===== src/hdl/kcc_pkg.sv =====
// Package for the key click classifier: state and event codes, register indexes,
// command struct and default sizes. Depends on nothing.
`timescale 1ns / 1ps
package kcc_pkg;

  // Default sizes
  localparam int NUM_KEYS_DEF   = 8;
  localparam int RING_DEPTH_DEF = 4;

  // Fixed field widths
  localparam int KEY_W     = 3;
  localparam int TIME_W    = 16;
  localparam int STEP_W    = 8;
  localparam int PENDING_W = 3;

  // Per-key click state
  typedef enum logic [2:0] {
    ST_IDLE      = 3'd0,
    ST_MAYBE     = 3'd1,
    ST_PRESSED   = 3'd2,
    ST_LONG      = 3'd3,
    ST_MAYBE_DBL = 3'd4,
    ST_DOUBLE    = 3'd5
  } click_state_e;

  // Click events
  typedef enum logic [1:0] {
    EV_SHORT  = 2'd0,
    EV_DOUBLE = 2'd1,
    EV_LONG   = 2'd2
  } click_event_e;

  // Request opcodes
  typedef enum logic {
    OP_SCAN = 1'b0,
    OP_POP  = 1'b1
  } opcode_e;

  // Configuration register indexes
  typedef enum logic [1:0] {
    CFG_TICK_STEP  = 2'd0,
    CFG_CONFIRM    = 2'd1,
    CFG_LONG_PRESS = 2'd2,
    CFG_DOUBLE_GAP = 2'd3
  } cfg_reg_e;

  // Configuration values seen by the back end
  typedef struct packed {
    logic [STEP_W-1:0] tick_step;
    logic [TIME_W-1:0] confirm_hold;
    logic [TIME_W-1:0] long_hold;
    logic [TIME_W-1:0] double_click_gap;
  } cfg_t;

  // Classified request passed from front to back
  typedef struct packed {
    logic             pop;
    logic             hit;
    logic [KEY_W-1:0] key;
    logic             down;
  } cmd_t;

endpackage


===== src/hdl/kcc_if.sv =====
// Handshake channel interfaces for the key click classifier: request, result and
// configuration write. Depends on kcc_pkg.
`timescale 1ns / 1ps
interface kcc_req_if;
  logic                      valid;
  logic                      ready;
  kcc_pkg::opcode_e          opcode;
  logic [kcc_pkg::KEY_W-1:0] key_index;
  logic                      key_down;

  modport source (output valid, opcode, key_index, key_down, input ready);
  modport sink   (input valid, opcode, key_index, key_down, output ready);
endinterface

interface kcc_res_if;
  logic                          valid;
  logic                          ready;
  logic [kcc_pkg::KEY_W-1:0]     key_index_out;
  logic                          event_valid;
  logic [1:0]                    event_code;
  logic [kcc_pkg::PENDING_W-1:0] pending_count;
  logic [2:0]                    click_state;

  modport source (output valid, key_index_out, event_valid, event_code, pending_count,
                  click_state, input ready);
  modport sink   (input valid, key_index_out, event_valid, event_code, pending_count,
                  click_state, output ready);
endinterface

interface kcc_cfg_if;
  logic                       valid;
  logic                       ready;
  kcc_pkg::cfg_reg_e          index;
  logic [kcc_pkg::TIME_W-1:0] data;

  modport source (output valid, index, data, input ready);
  modport sink   (input valid, index, data, output ready);
endinterface


===== src/hdl/kcc_front.sv =====
// Front end: accepts requests, classifies them into commands and queues them
// in a two-entry FIFO for the back end. Depends on kcc_pkg and kcc_if.
`timescale 1ns / 1ps
module kcc_front #(
  parameter int NUM_KEYS = kcc_pkg::NUM_KEYS_DEF
) (
  input  logic            clk_i,
  input  logic            rst_ni,
  kcc_req_if.sink         req,
  output logic            cmd_valid_o,
  input  logic            cmd_ready_i,
  output kcc_pkg::cmd_t   cmd_o
);

  kcc_pkg::cmd_t fifo_q [2];
  logic          wr_ptr_q, wr_ptr_d;
  logic          rd_ptr_q, rd_ptr_d;
  logic [1:0]    count_q, count_d;
  logic          push, pop;
  kcc_pkg::cmd_t cmd_in;

  // Classify the incoming request
  always_comb begin
    cmd_in.pop  = (req.opcode == kcc_pkg::OP_POP);
    cmd_in.hit  = (int'(req.key_index) < NUM_KEYS);
    cmd_in.key  = req.key_index;
    cmd_in.down = req.key_down;
  end

  assign req.ready   = (count_q != 2'd2);
  assign push        = req.valid && req.ready;
  assign cmd_valid_o = (count_q != 2'd0);
  assign pop         = cmd_valid_o && cmd_ready_i;
  assign cmd_o       = fifo_q[rd_ptr_q];

  // Advance pointers and occupancy
  always_comb begin
    wr_ptr_d = push ? ~wr_ptr_q : wr_ptr_q;
    rd_ptr_d = pop  ? ~rd_ptr_q : rd_ptr_q;
    count_d  = count_q;
    if (push && !pop) begin
      count_d = count_q + 2'd1;
    end else if (pop && !push) begin
      count_d = count_q - 2'd1;
    end
  end

  always_ff @(posedge clk_i or negedge rst_ni) begin
    if (!rst_ni) begin
      wr_ptr_q <= 1'b0;
      rd_ptr_q <= 1'b0;
      count_q  <= 2'd0;
    end else begin
      wr_ptr_q <= wr_ptr_d;
      rd_ptr_q <= rd_ptr_d;
      count_q  <= count_d;
    end
  end

  // Hold queued commands
  always_ff @(posedge clk_i) begin
    if (push) begin
      fifo_q[wr_ptr_q] <= cmd_in;
    end
  end

endmodule


===== src/hdl/kcc_back.sv =====
// Back end: runs one command per cycle unless its output register stalls, on the
// per-key click state and event rings, holding the result. Depends on kcc_pkg and kcc_if.
`timescale 1ns / 1ps
module kcc_back #(
  parameter int NUM_KEYS   = kcc_pkg::NUM_KEYS_DEF,
  parameter int RING_DEPTH = kcc_pkg::RING_DEPTH_DEF
) (
  input  logic            clk_i,
  input  logic            rst_ni,
  input  kcc_pkg::cfg_t   cfg_i,
  input  logic            cmd_valid_i,
  output logic            cmd_ready_o,
  input  kcc_pkg::cmd_t   cmd_i,
  kcc_res_if.source       res
);

  // Keys beyond the index field are never addressed
  localparam int KEYS_USED = (NUM_KEYS < 8) ? NUM_KEYS : 8;
  localparam int KEY_AW    = (KEYS_USED > 1) ? $clog2(KEYS_USED) : 1;
  localparam int HEAD_W    = (RING_DEPTH > 1) ? $clog2(RING_DEPTH) : 1;
  localparam int SUM_W     = HEAD_W + 1;
  localparam int FILL_W    = $clog2(RING_DEPTH + 1);
  localparam int MEM_DEPTH = KEYS_USED * RING_DEPTH;
  localparam int MEM_AW    = (MEM_DEPTH > 1) ? $clog2(MEM_DEPTH) : 1;
  localparam int TW        = kcc_pkg::TIME_W;

  // Per-key state
  kcc_pkg::click_state_e state_q [KEYS_USED];
  logic [TW-1:0]         hold_q  [KEYS_USED];
  logic [TW-1:0]         gap_q   [KEYS_USED];
  logic                  flag_q  [KEYS_USED];
  logic [HEAD_W-1:0]     head_q  [KEYS_USED];
  logic [FILL_W-1:0]     fill_q  [KEYS_USED];

  // Event ring memory
  logic [1:0]            ring_mem [MEM_DEPTH];
  logic [1:0]            rd_data_q;

  // Output register
  logic                          out_valid_q;
  logic [kcc_pkg::KEY_W-1:0]     out_key_q;
  logic                          out_ev_q;
  logic [kcc_pkg::PENDING_W-1:0] out_pend_q;
  logic [2:0]                    out_state_q;

  logic                  fire;
  logic [KEY_AW-1:0]     k_idx;
  kcc_pkg::click_state_e cur_st, n_st;
  logic [TW-1:0]         cur_hold, cur_gap, n_hold, n_gap;
  logic [TW:0]           hold_sum, gap_sum;
  logic [TW-1:0]         hold_add, gap_add;
  logic                  cur_flag, n_flag;
  logic [HEAD_W-1:0]     cur_head, n_head;
  logic [FILL_W-1:0]     cur_fill, n_fill;
  logic                  rec;
  kcc_pkg::click_event_e rec_ev;
  logic [SUM_W-1:0]      slot_sum;
  logic [HEAD_W-1:0]     slot;
  logic                  wr_en, rd_en, pop_hit;
  logic [MEM_AW-1:0]     wr_addr, rd_addr;

  assign cmd_ready_o = !out_valid_q || res.ready;
  assign fire        = cmd_valid_i && cmd_ready_o;
  assign k_idx       = cmd_i.key[KEY_AW-1:0];

  assign cur_st   = state_q[k_idx];
  assign cur_hold = hold_q[k_idx];
  assign cur_gap  = gap_q[k_idx];
  assign cur_flag = flag_q[k_idx];
  assign cur_head = head_q[k_idx];
  assign cur_fill = fill_q[k_idx];

  // Saturating timer adds
  assign hold_sum = {1'b0, cur_hold} + (TW + 1)'(cfg_i.tick_step);
  assign gap_sum  = {1'b0, cur_gap} + (TW + 1)'(cfg_i.tick_step);
  assign hold_add = hold_sum[TW] ? {TW{1'b1}} : hold_sum[TW-1:0];
  assign gap_add  = gap_sum[TW] ? {TW{1'b1}} : gap_sum[TW-1:0];

  // Next click state per scan sample
  always_comb begin
    n_st   = cur_st;
    n_hold = cmd_i.down ? hold_add : cur_hold;
    n_gap  = cur_gap;
    n_flag = cur_flag;
    rec    = 1'b0;
    rec_ev = kcc_pkg::EV_SHORT;
    case (cur_st)
      kcc_pkg::ST_IDLE: begin
        if (!cmd_i.down) begin
          n_hold = '0;
        end else begin
          n_st = kcc_pkg::ST_MAYBE;
        end
      end
      kcc_pkg::ST_MAYBE: begin
        if (!cur_flag) begin
          if (!cmd_i.down) begin
            n_st = kcc_pkg::ST_IDLE;
          end else if (n_hold >= cfg_i.confirm_hold) begin
            n_st = kcc_pkg::ST_PRESSED;
          end
        end else begin
          if (!cmd_i.down) begin
            n_st   = kcc_pkg::ST_PRESSED;
            rec    = 1'b1;
            rec_ev = kcc_pkg::EV_SHORT;
          end else if (n_hold >= cfg_i.confirm_hold) begin
            n_st   = kcc_pkg::ST_DOUBLE;
            n_hold = '0;
            n_flag = 1'b0;
            rec    = 1'b1;
            rec_ev = kcc_pkg::EV_DOUBLE;
          end
        end
      end
      kcc_pkg::ST_PRESSED: begin
        if (!cmd_i.down) begin
          n_st   = kcc_pkg::ST_MAYBE_DBL;
          n_hold = '0;
          n_gap  = '0;
        end else if (n_hold >= cfg_i.long_hold) begin
          n_st = kcc_pkg::ST_LONG;
        end
      end
      kcc_pkg::ST_MAYBE_DBL: begin
        if (!cmd_i.down) begin
          n_gap = gap_add;
          if (gap_add >= cfg_i.double_click_gap) begin
            n_st   = kcc_pkg::ST_IDLE;
            n_hold = '0;
            n_gap  = '0;
            rec    = 1'b1;
            rec_ev = kcc_pkg::EV_SHORT;
          end
        end else begin
          n_st   = kcc_pkg::ST_MAYBE;
          n_flag = 1'b1;
        end
      end
      kcc_pkg::ST_DOUBLE: begin
        if (!cmd_i.down) begin
          n_st = kcc_pkg::ST_IDLE;
        end
      end
      kcc_pkg::ST_LONG: begin
        if (!cmd_i.down) begin
          n_st   = kcc_pkg::ST_IDLE;
          n_hold = '0;
          rec    = 1'b1;
          rec_ev = kcc_pkg::EV_LONG;
        end
      end
      default: begin
        n_st = cur_st;
      end
    endcase
  end

  // Ring slot for a new event: (head + fill) mod depth, sum stays below twice depth
  always_comb begin
    slot_sum = {1'b0, cur_head} + SUM_W'(cur_fill);
    if (slot_sum >= SUM_W'(RING_DEPTH)) begin
      slot_sum = slot_sum - SUM_W'(RING_DEPTH);
    end
    slot = slot_sum[HEAD_W-1:0];
  end

  // Ring bookkeeping for record and pop
  always_comb begin
    n_head  = cur_head;
    n_fill  = cur_fill;
    wr_en   = 1'b0;
    rd_en   = 1'b0;
    pop_hit = 1'b0;
    if (fire && cmd_i.hit) begin
      if (cmd_i.pop) begin
        if (cur_fill != '0) begin
          pop_hit = 1'b1;
          rd_en   = 1'b1;
          n_fill  = cur_fill - FILL_W'(1);
          n_head  = (cur_head == HEAD_W'(RING_DEPTH - 1)) ? '0 : cur_head + HEAD_W'(1);
        end
      end else if (rec && (cur_fill < FILL_W'(RING_DEPTH))) begin
        wr_en  = 1'b1;
        n_fill = cur_fill + FILL_W'(1);
      end
    end
  end

  assign wr_addr = MEM_AW'(int'(k_idx) * RING_DEPTH) + MEM_AW'(slot);
  assign rd_addr = MEM_AW'(int'(k_idx) * RING_DEPTH) + MEM_AW'(cur_head);

  // Update the addressed key
  always_ff @(posedge clk_i or negedge rst_ni) begin
    if (!rst_ni) begin
      for (int i = 0; i < KEYS_USED; i++) begin
        state_q[i] <= kcc_pkg::ST_IDLE;
        hold_q[i]  <= '0;
        gap_q[i]   <= '0;
        flag_q[i]  <= 1'b0;
        head_q[i]  <= '0;
        fill_q[i]  <= '0;
      end
    end else if (fire && cmd_i.hit) begin
      if (!cmd_i.pop) begin
        state_q[k_idx] <= n_st;
        hold_q[k_idx]  <= n_hold;
        gap_q[k_idx]   <= n_gap;
        flag_q[k_idx]  <= n_flag;
      end
      head_q[k_idx] <= n_head;
      fill_q[k_idx] <= n_fill;
    end
  end

  // Event ring: write on record unless full, registered read on pop
  always_ff @(posedge clk_i) begin
    if (wr_en) begin
      ring_mem[wr_addr] <= rec_ev;
    end
    if (rd_en) begin
      rd_data_q <= ring_mem[rd_addr];
    end
  end

  // Output register: load on fire, drop when taken
  always_ff @(posedge clk_i or negedge rst_ni) begin
    if (!rst_ni) begin
      out_valid_q <= 1'b0;
    end else if (cmd_ready_o) begin
      out_valid_q <= cmd_valid_i;
    end
  end

  always_ff @(posedge clk_i) begin
    if (fire) begin
      out_key_q <= cmd_i.key;
      out_ev_q  <= pop_hit;
      if (cmd_i.hit) begin
        out_pend_q  <= kcc_pkg::PENDING_W'(n_fill);
        out_state_q <= cmd_i.pop ? cur_st : n_st;
      end else begin
        out_pend_q  <= '0;
        out_state_q <= kcc_pkg::ST_IDLE;
      end
    end
  end

  assign res.valid         = out_valid_q;
  assign res.key_index_out = out_key_q;
  assign res.event_valid   = out_ev_q;
  assign res.event_code    = out_ev_q ? rd_data_q : 2'd0;
  assign res.pending_count = out_pend_q;
  assign res.click_state   = out_state_q;

endmodule


===== src/hdl/key_click_classifier.sv =====
// Top level of the key click classifier: configuration registers, front end,
// back end and checks. Depends on kcc_pkg, kcc_if, kcc_front and kcc_back.
//
//   port    dir  carries
//   in_i    in   opcode, key_index, key_down
//   out_o   out  key_index_out, event_valid, event_code, pending_count, click_state
//   cfg_i   in   index, data (always ready)
//
// One request per cycle sustained while out_o.ready stays high; a result passes from
// the command queue through the execute stage into the output register. The per-key
// table update and ring access happen in that back-end execute stage.
// Reset clears all per-key state at once; ring entries are undefined until written.
// A stalled output holds its register; the two-entry queue then fills and in_i.ready drops.
`timescale 1ns / 1ps
module key_click_classifier #(
  parameter int NUM_KEYS   = kcc_pkg::NUM_KEYS_DEF,
  parameter int RING_DEPTH = kcc_pkg::RING_DEPTH_DEF
) (
  input  logic      clk_i,
  input  logic      rst_ni,
  kcc_req_if.sink   in_i,
  kcc_res_if.source out_o,
  kcc_cfg_if.sink   cfg_i
);

  kcc_pkg::cfg_t cfg_q;
  logic          cmd_valid;
  logic          cmd_ready;
  kcc_pkg::cmd_t cmd;

  assign cfg_i.ready = 1'b1;

  // Configuration registers
  always_ff @(posedge clk_i or negedge rst_ni) begin
    if (!rst_ni) begin
      cfg_q.tick_step        <= 8'd10;
      cfg_q.confirm_hold     <= 16'd20;
      cfg_q.long_hold        <= 16'd1000;
      cfg_q.double_click_gap <= 16'd200;
    end else if (cfg_i.valid) begin
      case (cfg_i.index)
        kcc_pkg::CFG_TICK_STEP:  cfg_q.tick_step        <= cfg_i.data[7:0];
        kcc_pkg::CFG_CONFIRM:    cfg_q.confirm_hold     <= cfg_i.data;
        kcc_pkg::CFG_LONG_PRESS: cfg_q.long_hold        <= cfg_i.data;
        kcc_pkg::CFG_DOUBLE_GAP: cfg_q.double_click_gap <= cfg_i.data;
        default: begin
          cfg_q <= cfg_q;
        end
      endcase
    end
  end

  kcc_front #(
    .NUM_KEYS (NUM_KEYS)
  ) u_front (
    .clk_i       (clk_i),
    .rst_ni      (rst_ni),
    .req         (in_i),
    .cmd_valid_o (cmd_valid),
    .cmd_ready_i (cmd_ready),
    .cmd_o       (cmd)
  );

  kcc_back #(
    .NUM_KEYS   (NUM_KEYS),
    .RING_DEPTH (RING_DEPTH)
  ) u_back (
    .clk_i       (clk_i),
    .rst_ni      (rst_ni),
    .cfg_i       (cfg_q),
    .cmd_valid_i (cmd_valid),
    .cmd_ready_o (cmd_ready),
    .cmd_i       (cmd),
    .res         (out_o)
  );

  // A result without a popped event carries code zero
  a_no_event_code: assert property (@(posedge clk_i) disable iff (!rst_ni)
    (out_o.valid && !out_o.event_valid) |-> (out_o.event_code == 2'd0))
    else $error("event code set without a popped event");

  // A popped event is one of the three click events
  a_event_known: assert property (@(posedge clk_i) disable iff (!rst_ni)
    (out_o.valid && out_o.event_valid) |->
      (out_o.event_code == kcc_pkg::EV_SHORT || out_o.event_code == kcc_pkg::EV_DOUBLE ||
       out_o.event_code == kcc_pkg::EV_LONG))
    else $error("popped event code is not a click event");

  // A key beyond the key count reports an empty idle key
  a_unused_key: assert property (@(posedge clk_i) disable iff (!rst_ni)
    (out_o.valid && (int'(out_o.key_index_out) >= NUM_KEYS)) |->
      (!out_o.event_valid && out_o.pending_count == '0 && out_o.click_state == 3'd0))
    else $error("result for an unused key is not empty");

  // Nothing leaves the output register before a command reached the back end
  a_out_source: assert property (@(posedge clk_i) disable iff (!rst_ni)
    $rose(out_o.valid) |-> $past(cmd_valid))
    else $error("result appeared without a queued command");

endmodule


===== src/flat_wrapper.sv =====
// flat-port wrapper written by rule: the top's interface ports become plain ports
module key_click_classifier_flat 
#(
  parameter int NUM_KEYS   = kcc_pkg::NUM_KEYS_DEF,
  parameter int RING_DEPTH = kcc_pkg::RING_DEPTH_DEF
)
  (clk_i, rst_ni, in_i_valid, in_i_opcode, in_i_key_index, in_i_key_down, in_i_ready, out_o_valid, out_o_key_index_out, out_o_event_valid, out_o_event_code, out_o_pending_count, out_o_click_state, out_o_ready, cfg_i_valid, cfg_i_index, cfg_i_data, cfg_i_ready);
  kcc_req_if in_i_i ();
  kcc_res_if out_o_i ();
  kcc_cfg_if cfg_i_i ();
  input  logic clk_i;
  input  logic rst_ni;
  input wire logic [$bits(in_i_i.valid)-1:0] in_i_valid;
  input wire logic [$bits(in_i_i.opcode)-1:0] in_i_opcode;
  input wire logic [$bits(in_i_i.key_index)-1:0] in_i_key_index;
  input wire logic [$bits(in_i_i.key_down)-1:0] in_i_key_down;
  output wire logic [$bits(in_i_i.ready)-1:0] in_i_ready;
  output wire logic [$bits(out_o_i.valid)-1:0] out_o_valid;
  output wire logic [$bits(out_o_i.key_index_out)-1:0] out_o_key_index_out;
  output wire logic [$bits(out_o_i.event_valid)-1:0] out_o_event_valid;
  output wire logic [$bits(out_o_i.event_code)-1:0] out_o_event_code;
  output wire logic [$bits(out_o_i.pending_count)-1:0] out_o_pending_count;
  output wire logic [$bits(out_o_i.click_state)-1:0] out_o_click_state;
  input wire logic [$bits(out_o_i.ready)-1:0] out_o_ready;
  input wire logic [$bits(cfg_i_i.valid)-1:0] cfg_i_valid;
  input wire logic [$bits(cfg_i_i.index)-1:0] cfg_i_index;
  input wire logic [$bits(cfg_i_i.data)-1:0] cfg_i_data;
  output wire logic [$bits(cfg_i_i.ready)-1:0] cfg_i_ready;
  assign in_i_i.valid = in_i_valid;
  assign in_i_i.opcode = in_i_opcode;
  assign in_i_i.key_index = in_i_key_index;
  assign in_i_i.key_down = in_i_key_down;
  assign in_i_ready = in_i_i.ready;
  assign out_o_valid = out_o_i.valid;
  assign out_o_key_index_out = out_o_i.key_index_out;
  assign out_o_event_valid = out_o_i.event_valid;
  assign out_o_event_code = out_o_i.event_code;
  assign out_o_pending_count = out_o_i.pending_count;
  assign out_o_click_state = out_o_i.click_state;
  assign out_o_i.ready = out_o_ready;
  assign cfg_i_i.valid = cfg_i_valid;
  assign cfg_i_i.index = cfg_i_index;
  assign cfg_i_i.data = cfg_i_data;
  assign cfg_i_ready = cfg_i_i.ready;
  key_click_classifier #(.NUM_KEYS(NUM_KEYS), .RING_DEPTH(RING_DEPTH)) u_core (.clk_i(clk_i), .rst_ni(rst_ni), .in_i(in_i_i), .out_o(out_o_i), .cfg_i(cfg_i_i));
endmodule

===== config.mk =====
export PLATFORM = sky130hd
export DESIGN_NAME = key_click_classifier_flat
export DESIGN_NICKNAME = d
export VERILOG_FILES = /design/src/hdl/kcc_pkg.sv /design/src/hdl/kcc_if.sv /design/src/hdl/kcc_front.sv /design/src/hdl/kcc_back.sv /design/src/hdl/key_click_classifier.sv /design/src/flat_wrapper.sv
export SDC_FILE = /design/constraint.sdc
export NUM_CORES = 1
export LEC_CHECK = 0
export BUFFER_PORTS_ARGS = -buffer_cell sky130_fd_sc_hd__buf_2
export CAP_MARGIN = 0
export CORE_UTILIZATION = 40
export CTS_CLUSTER_DIAMETER = 40
export DETAILED_ROUTE_END_ITERATION = 10
export PLACE_DENSITY = 0.6
export SLEW_MARGIN = 20
export SYNTH_ARGS = -nofsm -noshare
export SYNTH_HDL_FRONTEND = slang
export SYNTH_HIERARCHICAL = 1
export SYNTH_SLANG_ARGS = --single-unit

===== constraint.sdc =====
create_clock -name clk_i -period 7 [get_ports clk_i]
set_input_delay 0 -clock clk_i [delete_from_list [all_inputs] [get_ports clk_i]]
set_output_delay 0 -clock clk_i [all_outputs]
set_load 0.1 [all_outputs]

Word level (Yosys, flattened, before mapping) --
Memories as Yosys holds them, arrays and structs flattened. A register that Yosys moved wholly into a read port is not among the register bits. Index checks and enable logic that the tools add are counted.
Operators by class: add/sub/neg operators 11, $lt $le $gt $ge 7, equal/unequal tests 10, multiplexer cells 98, bitwise logic cells 4, reduce and logical (&&, ||, !) cells 23
Operators by type and width (count):
- 2-to-1 mux 16 bit | 17
- bitwise mux 128 bit | 2
- binary-select mux 16 bit (select 3 bit) | 2
- 2-to-1 mux 3 bit | 21
- bitwise mux 24 bit | 2
- demux 16 bit (select 3 bit) | 1
- greater-or-equal comparator 16 bit | 3
- case mux 16 bit (3 select lines) | 1
- adder 16 x 8 -> 17 bit | 2
- case mux 16 bit (2 select lines) | 1
- 2-to-1 mux 1 bit | 26
- 2-to-1 mux 2 bit | 12
- binary-select mux 3 bit (select 3 bit) | 2
- bitwise mux 16 bit | 1
- case mux 3 bit (5 select lines) | 1
- adder 5 x 2 -> 5 bit | 2
- AND reduction 2 bit | 5
- demux 3 bit (select 3 bit) | 1
- bitwise mux 8 bit | 1
- binary-select mux 2 bit (select 3 bit) | 1
- demux 2 bit (select 3 bit) | 1
- equality test 2 bit, second input constant | 3
- equality test 3 x 2 -> 1 bit, second input constant | 2
- equality test 3 bit, second input constant | 2
- other kinds (29) | 41
Storage, ports and cells: bits in registers 399, bits in writable memories 74, output and inout bits 15, logic and storage cells 215, memories kept 2
Memories:
- u_core.u_back.ring_mem | words 32, bits a word 2, rd ports 1, clocked after Yosys merged registers in 1, write ports 1, RTL line kcc_back.sv:36 | logic [1:0] ring_mem [MEM_DEPTH];
- u_core.u_front.fifo_q | words 2, bits a word 5, rd ports 1, clocked after Yosys merged registers in 0, write ports 1, RTL line kcc_front.sv:15 | kcc_pkg::cmd_t fifo_q [2];

Longest topological paths before layout --
Gate-level depths: netlist of run 1. An unclocked memory read counts as a cell.
word-level depth 19, gate-level depth with buffers 31, mapped depth without buffers 23

Hierarchy --
Netlist of run 1, hierarchy kept.
Modules (own cells, without submodules):
- kcc_back | times used 1, cells an instance 2024, area each 20654.8 sq um, seq. area each 10515.1 sq um
- key_click_classifier | times used 1, cells an instance 121, area each 2137.0 sq um, seq. area each 1417.6 sq um
- kcc_front | times used 1, cells an instance 36, area each 584.3 sq um, seq. area each 400.4 sq um

Worst setup path after synthesis of run 1 --
Ideal clock, no wire load.
kind reg-to-reg, start reg u_core.u_front.rd_ptr_q, end reg u_core/u_back/hold_q[105] (netlist name), setup time 84 ps, arrival 6666 ps, slack 250 ps, cell stages (with the launch flop) 31, period minus slack after synthesis 6750 ps, cells stage by stage dfrtp_1 > buf_2 > mux2_2 > buf_4 > buf_8 > buf_12 > buf_4 > buf_4 > nor2_1 > buf_2 > buf_1 > a22oi_1 > nand3_1 > ha_1 > a21o_1 > a21oi_1 > o211ai_1 > a2111oi_0 > and4b_1 > xnor2_1 > nand2_1 > ha_1 > a21o_1 > a21o_1 > a221o_1 > a31oi_1 > a21oi_1 > o221ai_1 > buf_2 > nand3_1 > o21ai_0
RTL lines:
- from (decl) | RTL line kcc_front.sv:17 | logic rd_ptr_q, rd_ptr_d;
- from (signal assigned) | RTL line kcc_front.sv:55 | rd_ptr_q <= rd_ptr_d;
- to (signal, indexed assignment) | RTL line kcc_back.sv:207 | hold_q[k_idx] <= n_hold;
- to (decl) | RTL line kcc_back.sv:29 | logic [TW-1:0] hold_q [KEYS_USED];

==> metrics.csv, run 1 <==
metric,value,unit
timing.max_cap.violations,0,
internal_power,0.00753,W
cts_buffers,73,
switching_power,0.00495,W
cp_num_buf_inv,2,
ys_seq_area_frac,0.528,
drive_above_1_share,0.200,
path_common_cell,ha_1,
die_h,244,um
worstReg2RegStart,u_core/u_front/rd_ptr_q,
setup_viol,0,
clk_pin_slew_worst_paths,0.05,ns
cts-htree-levels,3,
grt_pass1_wl,103000,um
grt.total_usage,0.224,
regToRegEndpoint,u_core/u_back/res.click_state[2],
die_w,244,um
antenna_found_initial,0,
globalRoute.totalOverflow,0,
syn_nets,2281,
path_cells,mux2_4 -> clkinvlp_4 -> nor2_2 -> buf_4 -> a22oi_1 -> nand4_1 -> ha_1 -> or3_1 -> a31oi_1 -> nand2b_2 -> a2111o_1 -> nor2_1 -> xor2_1 -> or2_2 -> ha_1 -> and4_1 -> a221o_1 -> a21o_1 -> nand3b_1 -> o311a_1 -> nand2_1 -> and3_1,
final_max_slew_viol_count,0,
max_stage_delay,0.50,ns
yosysWarnings,6,
rsz0062_at_grt,no,
ys_types,102,
synth_cells,2181,
p_clk_frac,0.293,
slowest_stage,dfrtp_1,
async_reset_ff_frac,0.819,
ys_ff_latch,475,
leakage,12.0,nW
critPathMaxFanout,15,
crit_type,flop to flop,
detail_route.vias_per_cell,5.63,
place_ws,0.123,ns
grt_max_degree,150,
start_kind,flop,
clkSinkCount,475,
diodes,0,
cp_data_arrival_time,7.02,ns
nets,2381,
firstDrtPassIters,6,
core.rowCount,88,
worstRegToRegCells,22,
port_buffers,41,
place.gp.congestion,0.919,
p_sw_frac,0.397,
r2r_slack,0.33,ns
area_growth_syn_to_layout,17.5,%
cts_buffer_depth,3,
die_area,59400,um^2
p_seq_frac,0.316,
hold_violations,0,
setup.worst_path.end_class,flop,
fin_crit_sh,0.952,
setup_slack,0.333,ns
combPwrFrac,0.391,
vias,17500,
drc,0,
dp.final_hpwl,43100,um
routed_wirelength,65600,um
worstMarginPinSlew,0.934,ns
core,57700,um^2
drt-initial-drc-count,1523,
clockRootBuffer,clkbuf_16,
tns,0,ns
worst_path_dominant_cell_family,simple AND/OR/NAND/NOR gates,
clock.fmax,150,MHz
ant_nets,0,
synth_area,23400,um^2
synth_edf_count,86,
outcome,finished clean,
cp.required,7.35,ns
wire_per_inst,21.1,um
insertion_delay,0.62,ns
first_global_vias,17300,
hp-class,primary input to asynchronous set/reset pin,
start_util,0.405,
crit_cells,22,
p_per_area,454,nW/um^2
io_pins,43,
finalClockSkew,0.0279,ns
ys.flop_type,dfrtp_1,
slew_headroom,0.376,
min_period,6.67,ns
synth_area_per_cell,10.7,um^2
cts_tree,built,
ir_worst_vdd,222,uV
placed cells by master, fill, tap and decap left out, types with 13 or more instances in the layout:
cell           count
dfrtp_1          376
nor2_1           106
a221oi_1          23
mux4_2            28
buf_2             40
nand2_1          337
mux2i_1           40
ha_1              70
a31oi_1           21
buf_4             79
o21ai_0          260
dfstp_2           13
xnor2_1           22
nand2b_1          17
a21o_1            18
clkbuf_16         75
dlygate4sd3_1     27
o21ai_1           36
a22o_1            16
inv_1             71
a21oi_1           65
nand4_1           16
a22oi_1           62
edfxtp_1          86
nand3_1           38
mux2_2            86
worst reg2reg max path, stage by stage, from the launching register on:
cell and delay [ns]:
dfrtp_1 0.50, mux2_4 0.39, clkinvlp_4 0.26, nor2_2 0.48, buf_4 0.43, a22oi_1 0.12
nand4_1 0.17, ha_1 0.28, or3_1 0.38, a31oi_1 0.26, nand2b_2 0.23, a2111o_1 0.19
nor2_1 0.07, xor2_1 0.16, or2_2 0.33, ha_1 0.32, and4_1 0.22, a221o_1 0.34
a21o_1 0.27, nand3b_1 0.21, o311a_1 0.46, nand2_1 0.10, and3_1 0.22
registers in the layout (all words and copies together), names as in the netlist:
register / cells
u_core/u_back/flag_q: 8
u_core/cfg_q: 56
u_core/u_back/res.click_state: 3
u_core/u_back/head_q: 16
u_core/u_front/fifo_q: 10
u_core/u_front/rd_ptr_q: 1
u_core/u_back/rd_data_q: 2
u_core/u_back/res.pending_count: 3
u_core/u_front/wr_ptr_q: 1
u_core/u_back/res.event_valid: 1
u_core/u_back/hold_q: 128
u_core/u_back/ring_mem: 64
u_core/u_back/res.valid: 1
u_core/u_back/fill_q: 24
u_core/u_back/state_q: 24
u_core/u_back/gap_q: 128
u_core/u_front/count_q: 2
u_core/u_back/res.key_index_out: 3
worst max-delay path by stage:
stage	startpoint	end	slack [ns]
floorplan	u_core/u_front/rd_ptr_q	u_core/u_back/hold_q[105]	0.25
global placement	u_core/u_front/rd_ptr_q	u_core/u_back/fill_q[1]	0.17
detailed placement	u_core/u_front/rd_ptr_q	u_core/u_back/fill_q[1]	0.12
CTS	u_core/u_front/rd_ptr_q	u_core/u_back/fill_q[1]	0.11
global route	u_core/u_front/rd_ptr_q	u_core/u_back/ring_mem[30][1]	0.002
finish	u_core/u_front/rd_ptr_q	u_core/u_back/res.click_state[2]	0.33
per-layer routing:
metal	share of wire	global-route usage	vias to the layer above	wire [um]
li1	-	-	8096	-
met1	0.45	0.315	8659	29500
met2	0.46	0.346	608	29900
met3	0.067	0.0444	127	4410
met4	0.026	0.0695	0	1710
met5	0	0	-	0
power groups by stage:
stage | Clock (W) | Sequential (W) | Combinational (W)
3_5_place_dp | 0 | 0.00398 | 0.00474
3_3_place_gp | 0 | 0.00395 | 0.00463
5_1_grt | 0.00384 | 0.00402 | 0.00530
4_1_cts | 0.00372 | 0.00394 | 0.00477
2_1_floorplan | 0 | 0.00406 | 0.00317
6_report | 0.00366 | 0.00394 | 0.00488
cells by family after synthesis:
kind of cell             count (synthesis)  synth area share
AND/OR/NAND/NOR                        639             0.130
AO/OA/AOI/OAI                          600             0.162
flip-flops                             475             0.528
buffers and inverters                  201            0.0401
multiplexers                           159            0.0886
adder cells (fa/ha/maj)                 72            0.0392
XOR/XNOR                                33            0.0124
other                                    2          0.000321
cell type report:
type,count,area [um^2]
clock buffers,89,1970
clock inverters,46,517
fillers,5309,30200
inverters,74,282
multi-input cells,1505,10200
flip-flops and latches,475,12300
well taps,765,957
repair buffers,152,1170
Yosys cell counts, types with 23 or more instances:
| cell | n | area [um^2] |
|---|---|---|
| nand2_1 | 342 | 1280 |
| mux2_2 | 89 | 1000 |
| o21ai_1 | 35 | 175 |
| mux4_2 | 28 | 631 |
| dfrtp_1 | 376 | 9410 |
| edfxtp_1 | 86 | 2580 |
| inv_1 | 72 | 270 |
| nand3_1 | 41 | 205 |
| o21ai_0 | 261 | 1310 |
| a22oi_1 | 62 | 465 |
| clkbuf_1 | 83 | 312 |
| ha_1 | 70 | 876 |
| mux2i_1 | 40 | 400 |
| nor2_1 | 109 | 409 |
| a221oi_1 | 23 | 201 |
| a21oi_1 | 65 | 325 |
stage by stage:
stage	total power (W)	instances	hold WS [ns]	area [um^2]	util
final	0.0125	3106	0.0290	27500	0.476
after global routing	0.0132	3106	0.0874	27500	0.476
after CTS	0.0124	3103	0.0681	27400	0.474
after detailed placement	0.00872	2941	0.111	24600	0.426
after global placement	0.00858	2941	0.0998	24600	0.426
after floorplan	0.00723	2181	-0.296	23400	-
repair_timing:
action / in CTS / in global routing
setup endpoints to repair: 0 / 290
gates resized for setup: 0 / 13
buffers inserted: 0 / 3
hold buffers: 27 / 0
endpoints found under the hold margin: 181 / 0
Note: power is estimated with default switching activity, not from simulation.
==> run 2: changes to the inputs <==
- ABC_AREA: unset -> 1
==> run 2 against run 1 <==
Against the previous run: register-to-register slack improved by 0.05 ns; via count rose by 21%; final area rose by 4.3%; sequential power fell by 4%; synthesized cell count rose by 36%; die area rose by 5.6%; combinational power rose by 15%; setup slack improved by 0.047 ns; final cell count rose by 25%; first-iteration DRC count rose by 33%; critical path depth rose by 10.
==> metrics.csv, run 2 <==
metric,value,unit,change
final_util,0.472,,-0.00402
final_common_cell,nand2_1,,
worstMarginPinSlew,1.05,ns,+0.119 ns
finalClockSkew,0.0312,ns,+0.00322 ns
combPwrFrac,0.423,,+0.032
fillers,5803,,+9.3%
timing.max_cap.violations,0,,unchanged
clkSinkCount,475,,unchanged
clock.fmax,151,MHz,+0.71%
setup.worst_path.end_class,flop,,
tns,0,ns,unchanged
ys.flop_type,dfrtp_1,,
place_inst,3715,,+26%
insertion_delay,0.63,ns,about the same
ys_seq_area_frac,0.499,,-0.0282
core,60700,um^2,+5.2%
nets,3149,,+32%
diodes,0,,unchanged
ys_ff_latch,475,,unchanged
synth_cells,2974,,+36%
p_sw_frac,0.442,,+0.0446
place.gp.congestion,0.902,,-1.9%
ant_nets,0,,unchanged
dp.final_hpwl,48600,um,+13%
cts_buffers,79,,+8.2%
cp_num_buf_inv,6,,+4
seqCellArea,12300,um^2,unchanged
firstDrtPassIters,5,,-1
p_clk_frac,0.294,,about the same
cts-htree-levels,3,,unchanged
hp-class,primary input to asynchronous set/reset pin,,
worst_path_dominant_cell_family,simple AND/OR/NAND/NOR gates,,
path_common_cell,nand2_1,,
cp.required,7.30,ns,-0.05 ns
first_global_vias,20900,,+21%
start_kind,flop,,
vias,21200,,+21%
fin_crit_sh,0.946,,-0.00669
core.rowCount,90,,+2.3%
multi_input_area,10500,um^2,+2.6%
place_area,25500,um^2,+3.9%
ys_top_cells_by_count,"nand2_1 (1086), dfrtp_1 (376), inv_1 (258)",,
start_util,0.407,,+0.00174
syn_nets,3074,,+35%
yosysMostFrequentCell,nand2_1,,
slew_headroom,0.298,,-0.0787
routed_wirelength,75800,um,+16%
cts_tree,built,,
grt_max_degree,178,,+19%
drc,0,,unchanged
internal_power,0.00744,W,-1.2%
switching_power,0.00588,W,+19%
fin_area,28700,um^2,+4.3%
ir_worst_vdd,252,uV,+13%
globalRoute.totalOverflow,0,,unchanged
detail_route.vias_per_cell,5.45,,-3.2%
wire_per_inst,19.5,um,-7.8%
p_per_area,465,nW/um^2,+2.3%
port_buffers,41,,unchanged
clk_pin_slew_worst_paths,0.05,ns,about the same
final_max_slew_viol_count,0,,unchanged
setup_viol,0,,unchanged
die_area,62700,um^2,+5.6%
yosysWarnings,6,,unchanged
async_reset_ff_frac,0.819,,unchanged
outcome,finished clean,,
critPathMaxFanout,18,,+3
min_period,6.62,ns,-0.0468 ns
max_stage_delay,0.49,ns,about the same
cp_data_arrival_time,6.92,ns,-0.10 ns
leakage,14.0,nW,+17%
cts_buffer_depth,3,,unchanged
io_pins,43,,unchanged
synth_area,24700,um^2,+5.7%
synth_area_per_cell,8.30,um^2,-23%
die_h,250,um,+2.8%
area_growth_syn_to_layout,16.0,%,
ys_types,66,,-35%
rsz0062_at_grt,no,,
synth_edf_count,86,,unchanged
crit_type,flop to flop,,
grt_pass1_wl,119000,um,+15%
grt.total_usage,0.243,,+0.0195
stdcell_count,3896,,+25%
drive_above_1_share,0.128,,-0.0722
clockRootBuffer,clkbuf_16,,
yosys.area.top_type,dfrtp_1,,
p_seq_frac,0.284,,-0.032
die_w,250,um,+2.8%
netlist.area_leader.share,0.381,,-0.0215
synthTopCellsByArea,"dfrtp_1 (38%), nand2_1 (17%), edfxtp_1 (10%), inv_1 (3.9%), ha_1 (3.5%)",,
hold_violations,0,,unchanged
reg.largest.list,"u_core/u_back/gap_q x128, u_core/u_back/hold_q x128, u_core/u_back/ring_mem x64",,
drt-initial-drc-count,2022,,+33%
slowest_stage,ha_1,,
final_cell_mix,"nand2_1 (1083), dfrtp_1 (376), inv_1 (258)",,
antenna_found_initial,0,,unchanged
## run 2: final cells by class
cell class	instances	area share
Sequential cell	475	0.430
Multi-Input combinational cell	2071	0.367
Clock buffer	96	0.0752
Inverter	291	0.0390
Timing Repair Buffer	131	0.0355
Tap cell	782	0.0341
Clock inverter	50	0.0192
## run 2: cell families (layout without fill, tap and decap cells)
group                    count (synthesis)  in the layout  synth area share
AND/OR/NAND/NOR                       1579           1579             0.278
multiplexers                             1              1          0.000405
AO/OA/AOI/OAI                          399            400             0.100
buffers and inverters                  429            568            0.0781
flip-flops                             475            475             0.499
other                                    2              2          0.000304
adder cells (fa/ha/maj)                 72             72            0.0371
XOR/XNOR                                17             17           0.00633
## run 2: repair_timing
action | 4_1_cts | 5_1_grt
buffers inserted | 0 | 3
hold buffers | 30 | 0
gates resized for setup | 0 | 9
setup endpoints to repair | 0 | 277
endpoints found under the hold margin | 148 | 0
## run 2: metrics by stage
stage	hold WS [ns]	setup WS (ns)	total power, W
after floorplan	-0.296	1.61	0.00769
after global placement	0.0226	0.315	0.00915
after detailed placement	0.0118	0.195	0.00927
after CTS	0.0277	0.182	0.0132
after global routing	0.0366	0.00189	0.0141
final	0.0419	0.380	0.0133
## run 2: per-layer routing
| layer | vias up | share of wire | global-route usage |
|---|---|---|---|
| met4 | 0 | 0.033 | 0.0924 |
| met5 | - | 0 | 0 |
| li1 | 9887 | - | - |
| met3 | 181 | 0.072 | 0.0392 |
| met2 | 900 | 0.46 | 0.391 |
| met1 | 10300 | 0.43 | 0.329 |
## run 2: worst paths after layout
| path | slack (ns) | startpoint | to | cells past startpoint |
|---|---|---|---|---|
| max | 0.38 | u_core/u_front/rd_ptr_q | u_core/u_back/ring_mem[9][0] | 32 |
| max reg2reg | 0.38 | u_core/u_front/rd_ptr_q | u_core/u_back/ring_mem[9][0] | 32 |
| min | 0.04 | rst_ni | u_core/cfg_q[23] | 2 |
| min in group clk_i | 0.10 | in_i_key_down | u_core/u_front/fifo_q[1][0] | 2 |
| max in group asynchronous | 5.94 | rst_ni | u_core/u_front/count_q[0] | 4 |
| min reg2reg | 0.46 | u_core/cfg_q[36] | u_core/cfg_q[36] | 2 |
## run 2: power groups by stage
| stage | Combinational, W | Sequential, W | Clock, W |
|---|---|---|---|
| floorplan | 0.00373 | 0.00396 | 0 |
| global placement | 0.00536 | 0.00379 | 0 |
| detailed placement | 0.00546 | 0.00381 | 0 |
| CTS | 0.00550 | 0.00378 | 0.00396 |
| global route | 0.00614 | 0.00384 | 0.00409 |
| finish | 0.00563 | 0.00378 | 0.00391 |
## run 2: worst reg2reg max path: cells and delay by family, from the launching register on
| family | cells | cell delay (ns) |
|---|---|---|
| and+or+nand+nor | 20 | 3.18 |
| buffers and inverters | 6 | 1.11 |
| adders and majority gates | 2 | 0.83 |
| DFF | 1 | 0.43 |
| AOI/OAI and AO/OA | 4 | 0.78 |
==> run 3: changes to the inputs <==
- clock period: 7 -> 5.7 ns (I/O delays scaled with it)
==> run 3 against run 2 <==
Against the previous run: total power grew 35%; largest power group unchanged; critical endpoint is now u_core/u_back/ring_mem[16][1]; sequential share of layout area fell by 2.6 points; register-to-register slack worse by 0.21 ns.
==> metrics.csv, run 3 (same netlist as run 2, synthesis figures left out) <==
metric,value,unit,change
regToRegEndpoint,u_core/u_back/ring_mem[16][1],,
fin_crit_sh,0.971,,+0.0248
timing.max_cap.violations,0,,unchanged
firstDrtPassIters,5,,unchanged
whs,0.00977,ns,-0.0321 ns
slowest_stage,dfrtp_1,,
clock.fmax,181,MHz,+20%
wire_per_inst,18.9,um,-2.7%
grt_pass1_wl,120000,um,+0.87%
place_area,26600,um^2,+4.1%
place_ws,-0.228,ns,-0.423 ns
p_clk_frac,0.281,,-0.013
p_per_area,590,nW/um^2,+27%
setup.worst_path.end_class,flop,,
drc,0,,unchanged
ant_nets,0,,unchanged
die_area,62700,um^2,unchanged
grt.total_usage,0.245,,+0.00191
seqCellArea,12300,um^2,unchanged
leakage,14.9,nW,+6.3%
start_util,0.407,,unchanged
dp.final_hpwl,50500,um,+4.0%
nets,3289,,+4.4%
final_max_slew_viol_count,0,,unchanged
p_seq_frac,0.258,,-0.026
cp.required,6.00,ns,-1.30 ns
reg.largest.list,"u_core/u_back/gap_q x128, u_core/u_back/hold_q x128, u_core/u_back/ring_mem x64",,
final_util,0.502,,+0.0303
outcome,finished clean,,
start_kind,flop,,
die_w,250,um,unchanged
routed_wirelength,76400,um,+0.80%
core,60700,um^2,unchanged
antenna_found_initial,1,,+1
fillers,5592,,-3.6%
insertion_delay,0.61,ns,-0.02 ns
p_sw_frac,0.422,,-0.0199
final_cell_mix,"nand2_1 (1072), dfrtp_1 (376), inv_1 (252)",,
cts-htree-levels,3,,unchanged
clockRootBuffer,clkbuf_16,,
globalRoute.totalOverflow,0,,unchanged
area_growth_syn_to_layout,23.5,%,
hp-class,primary input to asynchronous set/reset pin,,
multi_input_area,11000,um^2,+4.3%
cp_data_arrival_time,5.83,ns,-1.09 ns
place.gp.congestion,0.873,,-3.1%
worstMarginPinSlew,1.06,ns,+0.00990 ns
vias,21600,,+1.7%
detail_route.vias_per_cell,5.35,,-1.8%
grt_max_degree,158,,-11%
crit_type,flop to flop,,
diodes,0,,unchanged
min_period,5.53,ns,-1.09 ns
cts_buffers,80,,+1.3%
switching_power,0.00759,W,+29%
cts_buffer_depth,3,,unchanged
ir_worst_vdd,366,uV,+45%
drive_above_1_share,0.189,,+0.0605
final_common_cell,nand2_1,,
combPwrFrac,0.460,,+0.037
slew_headroom,0.291,,-0.00660
io_pins,43,,unchanged
finalClockSkew,0.0184,ns,-0.0128 ns
critPathMaxFanout,8,,-10
r2r_slack,0.17,ns,-0.21 ns
die_h,250,um,unchanged
rsz0062_at_grt,yes,,
first_global_vias,21100,,+1.0%
worstRegToRegCells,32,,unchanged
port_buffers,41,,unchanged
clk_pin_slew_worst_paths,0.06,ns,about the same
cts_tree,built,,
core.rowCount,90,,unchanged
hold_violations,0,,unchanged
worstReg2RegStart,u_core/u_front/rd_ptr_q,,
setup_slack,0.168,ns,-0.212 ns
clkSinkCount,475,,unchanged
internal_power,0.0104,W,+40%
drt-initial-drc-count,1882,,-6.9%
max_stage_delay,0.41,ns,-0.08 ns
fin_area,30500,um^2,+6.4%
setup_viol,0,,unchanged
==> run 3: changes by cell type in the layout (fill, tap and decap cells not counted), sizes merged <==
cell,change
clkbuf,-2
clkinvlp,+3
clkinv,-5
bufinv,+7
inv,-1
o21ai,-1
dlygate4sd3,+3
buf,+137
==> run 3: timing repair <==
| item | in CTS | in global routing |
|---|---|---|
| endpoints found under the setup margin | 176 | 412 |
| hold endpoints to repair | 184 | 0 |
| buffers inserted | 3 | 25 |
| pin swaps | 4 | 42 |
| gates cloned | 0 | 0 |
| gates resized for setup | 15 | 107 |
| hold buffers | 32 | 0 |
==> run 3: critical path: cells and delay by family, from the launching register on <==
family / cells / cell delay [ns]
AO/OA/AOI/OAI: 2 / 0.47
adder cells (fa/ha/maj): 3 / 0.81
buffers and inverters: 6 / 0.99
flip-flops: 1 / 0.41
AND/OR/NAND/NOR: 21 / 2.54
==> run 3: cell type report <==
type / count / share of cell area
multi-input combinational: 2070 / 0.359
clock buffer: 94 / 0.0704
sequential: 475 / 0.404
inverter: 291 / 0.0368
timing repair buffer: 271 / 0.0741
tap: 782 / 0.0321
clock inverter: 54 / 0.0229
==> run 3: stage by stage <==
stage	std cells	power (W)	TNS [ns]
6_report	4037	0.0180	0
5_1_grt	4037	0.0190	-5.11
4_1_cts	4013	0.0176	0
3_5_place_dp	3830	0.0124	-12.52
3_3_place_gp	3830	0.0122	-1.49
2_1_floorplan	2974	0.00944	0
==> run 3: power groups by stage <==
stage	clock network, W	logic [W]	registers (W)
2_1_floorplan	0	0.00458	0.00486
3_3_place_gp	0	0.00758	0.00465
3_5_place_dp	0	0.00772	0.00468
4_1_cts	0.00514	0.00784	0.00463
5_1_grt	0.00529	0.00901	0.00472
6_report	0.00506	0.00829	0.00464
==> run 3: routing by layer <==
layer,vias to the layer above,track usage,part of all wire
met2,864,0.382,0.45
met4,2,0.0992,0.037
met5,-,0,0.00010
li1,10200,-,-
met1,10400,0.333,0.43
met3,178,0.0489,0.076
==> run 3: worst max-delay path by stage <==
stage / from / endpoint / slack, ns / depth (start not counted)
2_1_floorplan: u_core/u_front/rd_ptr_q / u_core/u_back/ring_mem[31][0] / 0.31 / 35
3_3_place_gp: u_core/u_front/rd_ptr_q / u_core/u_back/ring_mem[9][0] / -0.07 / 31
3_5_place_dp: u_core/u_front/rd_ptr_q / u_core/u_back/ring_mem[9][0] / -0.23 / 32
4_1_cts: u_core/u_front/rd_ptr_q / u_core/u_back/res.click_state[0] / 0.004 / 33
5_1_grt: u_core/u_front/rd_ptr_q / u_core/u_back/ring_mem[19][1] / -0.13 / 32
6_report: u_core/u_front/rd_ptr_q / u_core/u_back/ring_mem[16][1] / 0.17 / 32
